**src/hdl/mccs_pkg.sv**
```systemverilog
`default_nettype none
package mccs_pkg;

  localparam int OP_W       = 2;
  localparam int COIN_W     = 10;
  localparam int TGT_W      = 10;
  localparam int COUNT_W    = 10;
  localparam int ST_W       = 2;
  localparam int ENTRY_W    = 11;
  localparam int IN_DATA_W  = 24;
  localparam int OUT_DATA_W = 16;

  localparam logic [OP_W-1:0] OP_CLEAR = 2'd0;
  localparam logic [OP_W-1:0] OP_ADD   = 2'd1;
  localparam logic [OP_W-1:0] OP_SOLVE = 2'd2;

  localparam logic [ST_W-1:0] ST_OK          = 2'd0;
  localparam logic [ST_W-1:0] ST_UNREACHABLE = 2'd1;
  localparam logic [ST_W-1:0] ST_RANGE       = 2'd2;
  localparam logic [ST_W-1:0] ST_FULL        = 2'd3;

  // all-ones entry marks an amount that cannot be made
  localparam logic [ENTRY_W-1:0] NO_WAY = 11'h7FF;

  typedef struct packed {
    logic accept;       // take the request on the input port
    logic init;         // write entry zero, start at amount one
    logic issue;        // read the next coin into the scan pipeline
    logic write_entry;  // store the best count for the current amount
    logic emit;         // move the result into the output register
  } mccs_cmd_t;

  typedef struct packed {
    logic solve_work;   // accepted request is a solve that needs the table
    logic no_coins;
    logic last_coin;
    logic pipe_busy;
    logic last_amount;
    logic out_free;
  } mccs_sts_t;

endpackage
`default_nettype wire

```
**src/hdl/mccs_ctrl.sv**
```systemverilog
`default_nettype none
module mccs_ctrl (
  input  wire logic                clk_i,
  input  wire logic                rst_ni,
  input  wire logic                s_tvalid_i,
  output logic                     s_tready_o,
  input  wire mccs_pkg::mccs_sts_t sts_i,
  output mccs_pkg::mccs_cmd_t      cmd_o
);

  localparam logic [2:0] S_IDLE  = 3'd0;
  localparam logic [2:0] S_INIT  = 3'd1;
  localparam logic [2:0] S_SCAN  = 3'd2;
  localparam logic [2:0] S_DRAIN = 3'd3;
  localparam logic [2:0] S_WRITE = 3'd4;
  localparam logic [2:0] S_DONE  = 3'd5;

  logic [2:0] state_q, state_d;

  assign s_tready_o = (state_q == S_IDLE);

  always_comb begin
    state_d = state_q;
    cmd_o   = '0;
    case (state_q)
      S_IDLE: begin
        if (s_tvalid_i) begin
          cmd_o.accept = 1'b1;
          state_d      = sts_i.solve_work ? S_INIT : S_DONE;
        end
      end
      S_INIT: begin
        cmd_o.init = 1'b1;
        state_d    = sts_i.no_coins ? S_WRITE : S_SCAN;
      end
      S_SCAN: begin
        cmd_o.issue = 1'b1;
        if (sts_i.last_coin) begin
          state_d = S_DRAIN;
        end
      end
      S_DRAIN: begin
        if (!sts_i.pipe_busy) begin
          state_d = S_WRITE;
        end
      end
      S_WRITE: begin
        cmd_o.write_entry = 1'b1;
        if (sts_i.last_amount) begin
          state_d = S_DONE;
        end else if (!sts_i.no_coins) begin
          state_d = S_SCAN;
        end
      end
      S_DONE: begin
        if (sts_i.out_free) begin
          cmd_o.emit = 1'b1;
          state_d    = S_IDLE;
        end
      end
      default: begin
        state_d = S_IDLE;
      end
    endcase
  end

  always_ff @(posedge clk_i or negedge rst_ni) begin
    if (!rst_ni) begin
      state_q <= S_IDLE;
    end else begin
      state_q <= state_d;
    end
  end

endmodule
`default_nettype wire

```
**config.mk**
```make
export PLATFORM = sky130hd
export DESIGN_NAME = mccs_ctrl
export DESIGN_NICKNAME = d
export VERILOG_FILES = /design/src/hdl/mccs_pkg.sv /design/src/hdl/mccs_ctrl.sv
export SDC_FILE = /design/constraint.sdc
export NUM_CORES = 1
export LEC_CHECK = 0
export ABC_AREA = 1
export BUFFER_PORTS_ARGS = -buffer_cell sky130_fd_sc_hd__buf_2
export CORE_AREA = 2 2 39 41
export CTS_BUF_LIST = sky130_fd_sc_hd__clkbuf_2
export DETAILED_ROUTE_END_ITERATION = 7
export DIE_AREA = 0 0 41 43
export PLACE_DENSITY_LB_ADDON = 0.12
export SYNTH_ARGS = -nofsm -noshare
export SYNTH_HDL_FRONTEND = slang
export SYNTH_SLANG_ARGS = --single-unit
export TNS_END_PERCENT = 50
```
**constraint.sdc**
```tcl
create_clock -name clk_i -period 2.63 [get_ports clk_i]
set_input_delay 0.3945 -clock clk_i [delete_from_list [all_inputs] [get_ports clk_i]]
set_output_delay 0.3945 -clock clk_i [all_outputs]
set_load 0.005 [all_outputs]
```
==> results.yml, run 1 <==
layout:
  final_cell_mix: "buf_2 (14), nand2_1 (12), inv_1 (9)"
  final_common_cell: "buf_2"
  drive_above_1_share: 0.352
  finalNonFillerCells: 87
  antenna_cells: 0
  area_delta_synth_final_pct: 31.4
  reg_top3: "state_q (3)"
  largest_reg_flops: 3
  n_fill_cell: 169
  top_register: "state_q"
  nets: 81
synthesis:
  synth_cell_types: 17
  synth_seq_cells: 3
  synth_seq_area_share: 0.233
  syn_inst: 54
  syn_nets: 63
  synth_warnings: 0
  syn_area_um2: 323
  postSynthAreaPerCell_um2: 5.98
route:
  drtAntennaViolNets: 0
  vias_per_cell: 4.05
  num_vias: 352
  drc_errors: 0
  drt-initial-drc-count: 4
  wl_per_cell_um: 9.14
  drt-pass1-iter-count: 4
  wl_um: 795
power_and_ir_drop:
  sw_frac_of_total: 0.506
  p_int_uw: 210
  clock_power_share: 0.146
  irDropWorstVdd_v: 0.000289
  powerDensity_mw_per_mm2: 1000
  seqPwrFrac: 0.284
  p_comb_frac: 0.570
  p_switching_uw: 215
  p_leak_uw: 0.000263
cts:
  ctsResizeCount: 0
  clk_pin_slew_ns: 0.04
  numCtsBuffers: 3
  htreeDepth: 1
  cts_buffer_depth: 2
  cts_sinks: 3
  root_buffer: "clkbuf_2"
  cts_tree: "built"
  clk_latency_ns: 0.19
worst_setup_path:
  worstPathMaxFanout: 9
  critPathCaptureType: "output port"
  cp_top_family: "flip-flops"
  reg2regPathDepth: 7
  crit_slowest_cell: "dfrtp_1"
  path_buf_inv: 2
  slowest_delay_ns: 0.48
  path_cells: "nor2_2 -> nand2_2 -> inv_1 -> buf_2"
  cp_data_required_time_ns: 2.24
  crit_cells: 4
  arrival_ns: 1.16
  critPathLaunchType: "flip-flop"
  r2r-start: "state_q[0]$_DFFE_PN0P_"
  crit_type: "reg -> out"
  r2r_slack_ns: 1.34
  r2r_end: "state_q[0]$_DFFE_PN0P_"
global_route:
  grt_max_degree: 10
  grt_pass1_wl_mm: 1.17
  antenna_found_initial: 0
  grt_pass1_vias: 294
  grt_remaining_overflow: 0
  track_usage: 0.104
timing:
  finalSetupViolCount: 0
  final.setup.tns_ns: 0
  rsz0062_at_grt: "no"
  tightest_slew_ns: 0.321
  hold_viol_final: 0
  finalCritPeriodShare: 0.591
  fmax_mhz: 644
  slew_headroom: 0.786
  slew_violations: 0
  fin_crit_ns: 1.55
  fin_skew_ns: 0.00175
floorplan:
  io_pins: 15
  dieWidth_um: 41
  rows: 14
  initial_core_util: 0.233
  coreArea_mm2: 0.00138
  die_area_mm2: 0.00176
  die_y_um: 43
placed_design:
  place.detailed.hpwl_um: 648
  numPortBuffers: 14
  place_congestion: 0.843
  placedCellCount: 82
outcome:
  status: "completed"
worst_hold_path:
  worstHoldPathType: "in -> async"
job:
  max-cap-violations: 0
==> Yosys cell counts <==
library cell / n / area share
o211ai_1: 2 / 0.046
o21ai_0: 2 / 0.031
nand3_1: 6 / 0.093
or2_0: 1 / 0.019
dfrtp_1: 3 / 0.23
buf_4: 1 / 0.023
nor2_2: 2 / 0.039
nor3_1: 1 / 0.015
nor3_2: 1 / 0.031
nand4_1: 2 / 0.039
nand2_1: 12 / 0.14
nand2_2: 1 / 0.019
nor2_1: 7 / 0.081
a21oi_2: 1 / 0.027
inv_2: 2 / 0.023
buf_6: 1 / 0.035
inv_1: 9 / 0.10
==> worst max-delay path by stage <==
stage                                 from          to  slack [ns]
detailed placement  state_q[0]$_DFFE_PN0P_  s_tready_o        1.30
global placement    state_q[0]$_DFFE_PN0P_    cmd_o[4]        1.31
floorplan           state_q[0]$_DFFE_PN0P_    cmd_o[4]        1.46
CTS                 state_q[0]$_DFFE_PN0P_  s_tready_o        1.07
global route        state_q[2]$_DFFE_PN0P_  s_tready_o        0.98
finish              state_q[0]$_DFFE_PN0P_  s_tready_o        1.08
==> layer usage <==
metal  vias to the layer above  share of wire  track usage
met5                         -              0            0
met4                         0              0       0.0800
met3                         0          0.044       0.0314
met2                         8           0.47        0.131
met1                       141           0.49        0.139
li1                        203              -            -
==> repair_timing <==
item / in CTS / in global routing
buffers inserted: 0 / 0
hold buffers: 1 / 0
endpoints found under the hold margin: 3 / 0
==> logic make-up after synthesis <==
group	after synthesis	share of synthesized area
DFF	3	0.233
and+or+nand+nor	33	0.477
buffers and inverters	13	0.186
AOI/OAI and AO/OA	5	0.105
==> power groups by stage <==
| stage | Sequential [µW] | Clock, µW | Combinational (µW) |
|---|---|---|---|
| global route | 123 | 72.7 | 281 |
| floorplan | 82.3 | 0 | 226 |
| detailed placement | 119 | 0 | 243 |
| CTS | 119 | 65.8 | 246 |
| finish | 121 | 61.9 | 242 |
| global placement | 118 | 0 | 246 |
==> layout make-up <==
class | count | area, µm² | share of cell area
multi-input cells | 38 | 188 | 0.442
repair buffers | 15 | 80.1 | 0.189
well taps | 16 | 20.0 | 0.0472
inverters | 11 | 41.3 | 0.0973
clock buffers | 4 | 20.0 | 0.0472
flip-flops and latches | 3 | 75.1 | 0.177
==> through the flow <==
stage | power (µW) | setup WS, ns | utilization | cell area, µm² | hold slack, ns
floorplan | 308 | 1.46 | - | 323 | 0.0989
global placement | 364 | 1.31 | 0.285 | 394 | 0.193
detailed placement | 363 | 1.30 | 0.285 | 394 | 0.192
CTS | 430 | 1.07 | 0.307 | 424 | 0.506
global route | 476 | 0.981 | 0.307 | 424 | 0.507
finish | 425 | 1.08 | 0.307 | 424 | 0.521
Note: power is estimated with default switching activity, not from simulation.
==> run 2, diff against run 1 <==
--- a/config.mk
+++ b/config.mk
@@ -5,7 +5,7 @@
 export SDC_FILE = /design/constraint.sdc
 export NUM_CORES = 1
 export LEC_CHECK = 0
-export ABC_AREA = 1
+export ABC_AREA = 0
 export BUFFER_PORTS_ARGS = -buffer_cell sky130_fd_sc_hd__buf_2
 export CORE_AREA = 2 2 39 41
 export CTS_BUF_LIST = sky130_fd_sc_hd__clkbuf_2
==> constraint.sdc (replaced) <==
create_clock -name clk_i -period 1.4 [get_ports clk_i]
set_input_delay 0.21 -clock clk_i [delete_from_list [all_inputs] [get_ports clk_i]]
set_output_delay 0.21 -clock clk_i [all_outputs]
set_load 0.005 [all_outputs]
==> results.yml, run 2 <==
synthesis:
  async_flop_share: 1.00
  netlist_top_cells_area: "dfrtp_1 (27%), mux2_1 (8.2%), nand2b_1 (6.8%)"
  synth_seq_area_share: 0.273
  netlist.area_leader.share: 0.273
  syn_inst: 34
  synth_edf_count: 0
  synth.largest_area_cell: "dfrtp_1"
  synth_cell_types: 21
  syn_nets: 43
  synth_warnings: 0
  synth_commonest_cells: "a21oi_1 (3), dfrtp_1 (3), nand2b_1 (3), nor3_1 (3)"
  synth_ff_type: "dfrtp_1"
  syn_area_um2: 275
  postSynthAreaPerCell_um2: 8.10
  synth_seq_cells: 3
layout:
  drive_above_1_share: 0.639
  area_delta_synth_final_pct: 94.1
  largest_reg_flops: 3
  final_cell_mix: "buf_2 (14), buf_4 (8), clkbuf_2 (4)"
  top_register: "state_q"
  antenna_cells: 0
  nets: 71
  final_common_cell: "buf_2"
  finalNonFillerCells: 77
  reg_top3: "state_q (3)"
timing:
  fmax_mhz: 714
  finalSetupViolCount: 0
  final.setup.tns_ns: 0
  hold_viol_final: 0
  fin_skew_ns: 0.00240
  tightest_slew_ns: 0.220
  fin_crit_ns: 1.40
  worst_slack_ns: 0.000314
  slew_headroom: 0.853
  slew_violations: 0
  rsz0062_at_grt: "yes"
  finalCritPeriodShare: 1.00
worst_setup_path:
  critPathLaunchType: "flip-flop"
  arrival_ns: 1.19
  crit_type: "reg -> out"
  cp_data_required_time_ns: 1.19
  worstPathMaxFanout: 8
  critPathCaptureType: "output port"
  r2r_slack_ns: 0.03
cts:
  numCtsBuffers: 3
  cts_buffer_depth: 2
  clk_latency_ns: 0.21
  root_buffer: "clkbuf_2"
  clk_pin_slew_ns: 0.04
  cts_tree: "built"
  cts_sinks: 3
  htreeDepth: 1
placed_design:
  placedCellCount: 66
  preCtsSetupSlack_ns: -0.0279
  place.detailed.hpwl_um: 583
  numPortBuffers: 14
  place_congestion: 0.725
route:
  vias_per_cell: 4.61
  drtAntennaViolNets: 0
  num_vias: 355
  drt-pass1-iter-count: 2
  drc_errors: 0
  wl_um: 866
  wl_per_cell_um: 11.2
  drt-initial-drc-count: 1
floorplan:
  io_pins: 15
  dieWidth_um: 41
  initial_core_util: 0.199
  coreArea_mm2: 0.00138
  die_area_mm2: 0.00176
  rows: 14
  die_y_um: 43
global_route:
  grt_max_degree: 11
  antenna_found_initial: 0
  track_usage: 0.105
  grt_pass1_vias: 304
  grt_remaining_overflow: 0
  grt_pass1_wl_mm: 1.22
job:
  max-cap-violations: 0
outcome:
  status: "completed"
power_and_ir_drop:
  power.total_uw: 1120
  powerDensity_mw_per_mm2: 2100
  p_leak_uw: 0.000266
  irDropWorstVdd_v: 0.000847
worst_hold_path:
  worstHoldPathType: "in -> async"
[run 2: cell types whose count changed in the layout (fill, tap and decap cells not counted), sizes merged, moves of 3 or more]
cell / delta
nand2: -13
buf: +11
inv: -9
nor2: -8
nand3: -6
nand2b: +3
[run 2: cell families (layout without fill, tap and decap cells)]
group,Yosys count,after routing,synth area share
compound gates,9,9,0.214
mux,2,2,0.0818
flops,3,3,0.273
buf+inv,5,32,0.0773
simple gates,15,15,0.355
[run 2: final cells by class]
type | count | area [µm²]
timing repair buffer | 26 | 174
fill | 157 | 850
multi-input combinational | 26 | 235
inverter | 2 | 7.51
sequential | 3 | 77.6
clock buffer | 4 | 20.0
tap | 16 | 20.0
[run 2: worst max-delay path: stages, from the launching register on]
cell and delay, ns:
dfrtp_1 0.42, buf_6 0.16, nor3_4 0.17, and2_1 0.13
buf_2 0.10
[run 2: path summary, 6_finish.rpt]
check | to | cells after the start | start
max in group asynchronous | state_q[0]$_DFFE_PN0P_ | 2 | rst_ni
hold reg to reg | state_q[1]$_DFFE_PN0P_ | 2 | state_q[2]$_DFFE_PN0P_
setup reg to reg | state_q[2]$_DFFE_PN0P_ | 5 | state_q[1]$_DFFE_PN0P_
min in group clk_i | state_q[1]$_DFFE_PN0P_ | 3 | sts_i[4]
setup / recovery | cmd_o[4] | 4 | state_q[1]$_DFFE_PN0P_
hold / removal | state_q[1]$_DFFE_PN0P_ | 2 | rst_ni
[run 2: through the flow]
stage | hold slack, ns | area [µm²] | utilization
3_3_place_gp | 0.00926 | 389 | 0.281
3_5_place_dp | 0.00867 | 389 | 0.281
2_1_floorplan | -0.0856 | 275 | -
5_1_grt | 0.338 | 534 | 0.386
4_1_cts | 0.311 | 444 | 0.321
6_report | 0.320 | 534 | 0.386
[run 2: repair_timing]
item,CTS,global route
cloned,0,0
pin swaps,1,4
hold buffers,1,0
setup buffers,0,6
setup endpoints to repair,4,5
gates resized for setup,5,9
endpoints found under the hold margin,3,0
[run 2: report_power, final]
group | switching [µW] | internal [µW] | total, µW | leakage [µW]
logic | 316 | 481 | 797 | 0.000214
clock network | 47.5 | 75.3 | 123 | 0.0000166
registers | 67.3 | 135 | 203 | 0.0000351
[run 2: routing by layer]
layer | vias to the layer above | share of wire | track usage
li1 | 179 | - | -
met1 | 164 | 0.39 | 0.113
met2 | 10 | 0.52 | 0.156
met3 | 2 | 0.062 | 0.0366
met4 | 0 | 0.020 | 0.0800
met5 | - | 0 | 0
==> run 3, diff against run 2 <==
--- a/config.mk
+++ b/config.mk
@@ -11,7 +11,6 @@
 export CTS_BUF_LIST = sky130_fd_sc_hd__clkbuf_2
 export DETAILED_ROUTE_END_ITERATION = 7
 export DIE_AREA = 0 0 41 43
-export PLACE_DENSITY_LB_ADDON = 0.12
 export SYNTH_ARGS = -nofsm -noshare
 export SYNTH_HDL_FRONTEND = slang
 export SYNTH_SLANG_ARGS = --single-unit
==> constraint.sdc (replaced) <==
create_clock -name clk_i -period 1.4 [get_ports clk_i]
set_input_delay 0.07 -clock clk_i [delete_from_list [all_inputs] [get_ports clk_i]]
set_output_delay 0.07 -clock clk_i [all_outputs]
set_load 0.005 [all_outputs]
==> results.yml, run 3 (same netlist as run 2, synthesis figures left out) <==
timing:
  fin_skew_ns: 0.00115
  slew_headroom: 0.856
  fmax_mhz: 752
  finalSetupViolCount: 0
  fin_crit_ns: 1.33
  slew_violations: 0
  tightest_slew_ns: 0.214
  hold_viol_final: 0
  finalCritPeriodShare: 0.950
  final.setup.tns_ns: 0
  rsz0062_at_grt: "no"
route:
  drc_errors: 0
  wl_um: 678
  wl_per_cell_um: 9.55
  drt-pass1-iter-count: 2
  drt-initial-drc-count: 3
  vias_per_cell: 4.51
  num_vias: 320
  drtAntennaViolNets: 0
floorplan:
  coreArea_mm2: 0.00138
  initial_core_util: 0.199
  die_area_mm2: 0.00176
  dieWidth_um: 41
  io_pins: 15
  rows: 14
  die_y_um: 43
worst_setup_path:
  critPathLaunchType: "flip-flop"
  critPathCaptureType: "flip-flop"
  cp_data_required_time_ns: 1.48
  worstPathMaxFanout: 7
  crit_type: "reg -> reg"
  arrival_ns: 1.41
  r2r-start: "state_q[0]$_DFFE_PN0P_"
  reg2regPathDepth: 4
  crit_start: "state_q[0]$_DFFE_PN0P_"
  r2r_slack_ns: 0.07
  endpoint: "state_q[0]$_DFFE_PN0P_"
  r2r_end: "state_q[0]$_DFFE_PN0P_"
placed_design:
  place.detailed.hpwl_um: 527
  numPortBuffers: 14
  place_congestion: 0.686
outcome:
  status: "completed"
global_route:
  grt_pass1_vias: 322
  track_usage: 0.0936
  grt_max_degree: 11
  grt_remaining_overflow: 0
  grt_pass1_wl_mm: 1.13
  antenna_found_initial: 0
worst_hold_path:
  worstHoldPathType: "in -> async"
layout:
  top_register: "state_q"
  area_delta_synth_final_pct: 62.7
  antenna_cells: 0
  reg_top3: "state_q (3)"
  final_cell_mix: "buf_2 (14), buf_4 (5), clkbuf_2 (4)"
  nets: 65
  final_common_cell: "buf_2"
  utilization: 0.324
  largest_reg_flops: 3
  drive_above_1_share: 0.509
  n_fill_cell: 157
power_and_ir_drop:
  p_leak_uw: 0.000220
  irDropWorstVdd_v: 0.000599
  powerDensity_mw_per_mm2: 1930
cts:
  cts_tree: "built"
  root_buffer: "clkbuf_2"
  clk_pin_slew_ns: 0.04
  clk_latency_ns: 0.20
  post_cts_buffers: 0
  cts_sinks: 3
  numCtsBuffers: 3
  cts_buffer_depth: 2
  htreeDepth: 1
job:
  max-cap-violations: 0
[run 3: critical path, stage by stage, from the launching register on]
cell      delay (ns)
dfrtp_2         0.45
nand2b_4        0.15
a32oi_1         0.21
o21ai_2         0.09
mux2_1          0.31
[run 3: final cells by class]
class	instances	area, µm²	share of cell area
Sequential cell	3	76.3	0.170
Multi-Input combinational cell	26	206	0.461
Inverter	2	7.51	0.0168
Timing Repair Buffer	20	118	0.263
Tap cell	16	20.0	0.0447
Clock buffer	4	20.0	0.0447
[run 3: through the flow]
stage               area [µm²]  hold slack, ns  power, µW  setup WS (ns)  std cells
floorplan                  275          -0.226        493         0.0608         34
global placement           389          -0.130        692        -0.0103         66
detailed placement         389          -0.131        693        -0.0534         66
CTS                        425           0.172        832         0.0234         71
global route               448           0.191        948         0.0119         71
finish                     448           0.193        863         0.0694         71
[run 3: repair_timing]
item | in CTS | in global routing
gates resized for setup | 1 | 4
pin swaps | 0 | 2
hold buffers | 1 | 0
hold endpoints to repair | 3 | 0
setup endpoints to repair | 2 | 3
[run 3: worst min path at each step]
stage	from	slack, ns	depth (start not counted)	endpoint
global placement	rst_ni	-0.13	1	state_q[1]$_DFFE_PN0P_
global route	rst_ni	0.19	2	state_q[2]$_DFFE_PN0P_
floorplan	rst_ni	-0.23	0	state_q[0]$_DFFE_PN0P_
detailed placement	rst_ni	-0.13	1	state_q[1]$_DFFE_PN0P_
CTS	rst_ni	0.17	2	state_q[1]$_DFFE_PN0P_
finish	rst_ni	0.19	2	state_q[1]$_DFFE_PN0P_
[run 3: where the power goes]
part	leakage [µW]	total, µW	internal (µW)	switching [µW]
Combinational	0.000167	546	309	237
Clock	0.0000166	118	75.3	43.1
Sequential	0.0000363	198	133	65.6
[run 3: per-layer routing]
| layer | share of wire | GRT usage | vias up | routed length, µm |
|---|---|---|---|---|
| met5 | 0 | 0 | - | 0 |
| met4 | 0 | 0.0600 | 0 | 0 |
| met3 | 0.035 | 0.0314 | 0 | 24 |
| met2 | 0.52 | 0.131 | 6 | 352 |
| met1 | 0.44 | 0.117 | 147 | 301 |
| li1 | - | - | 167 | - |
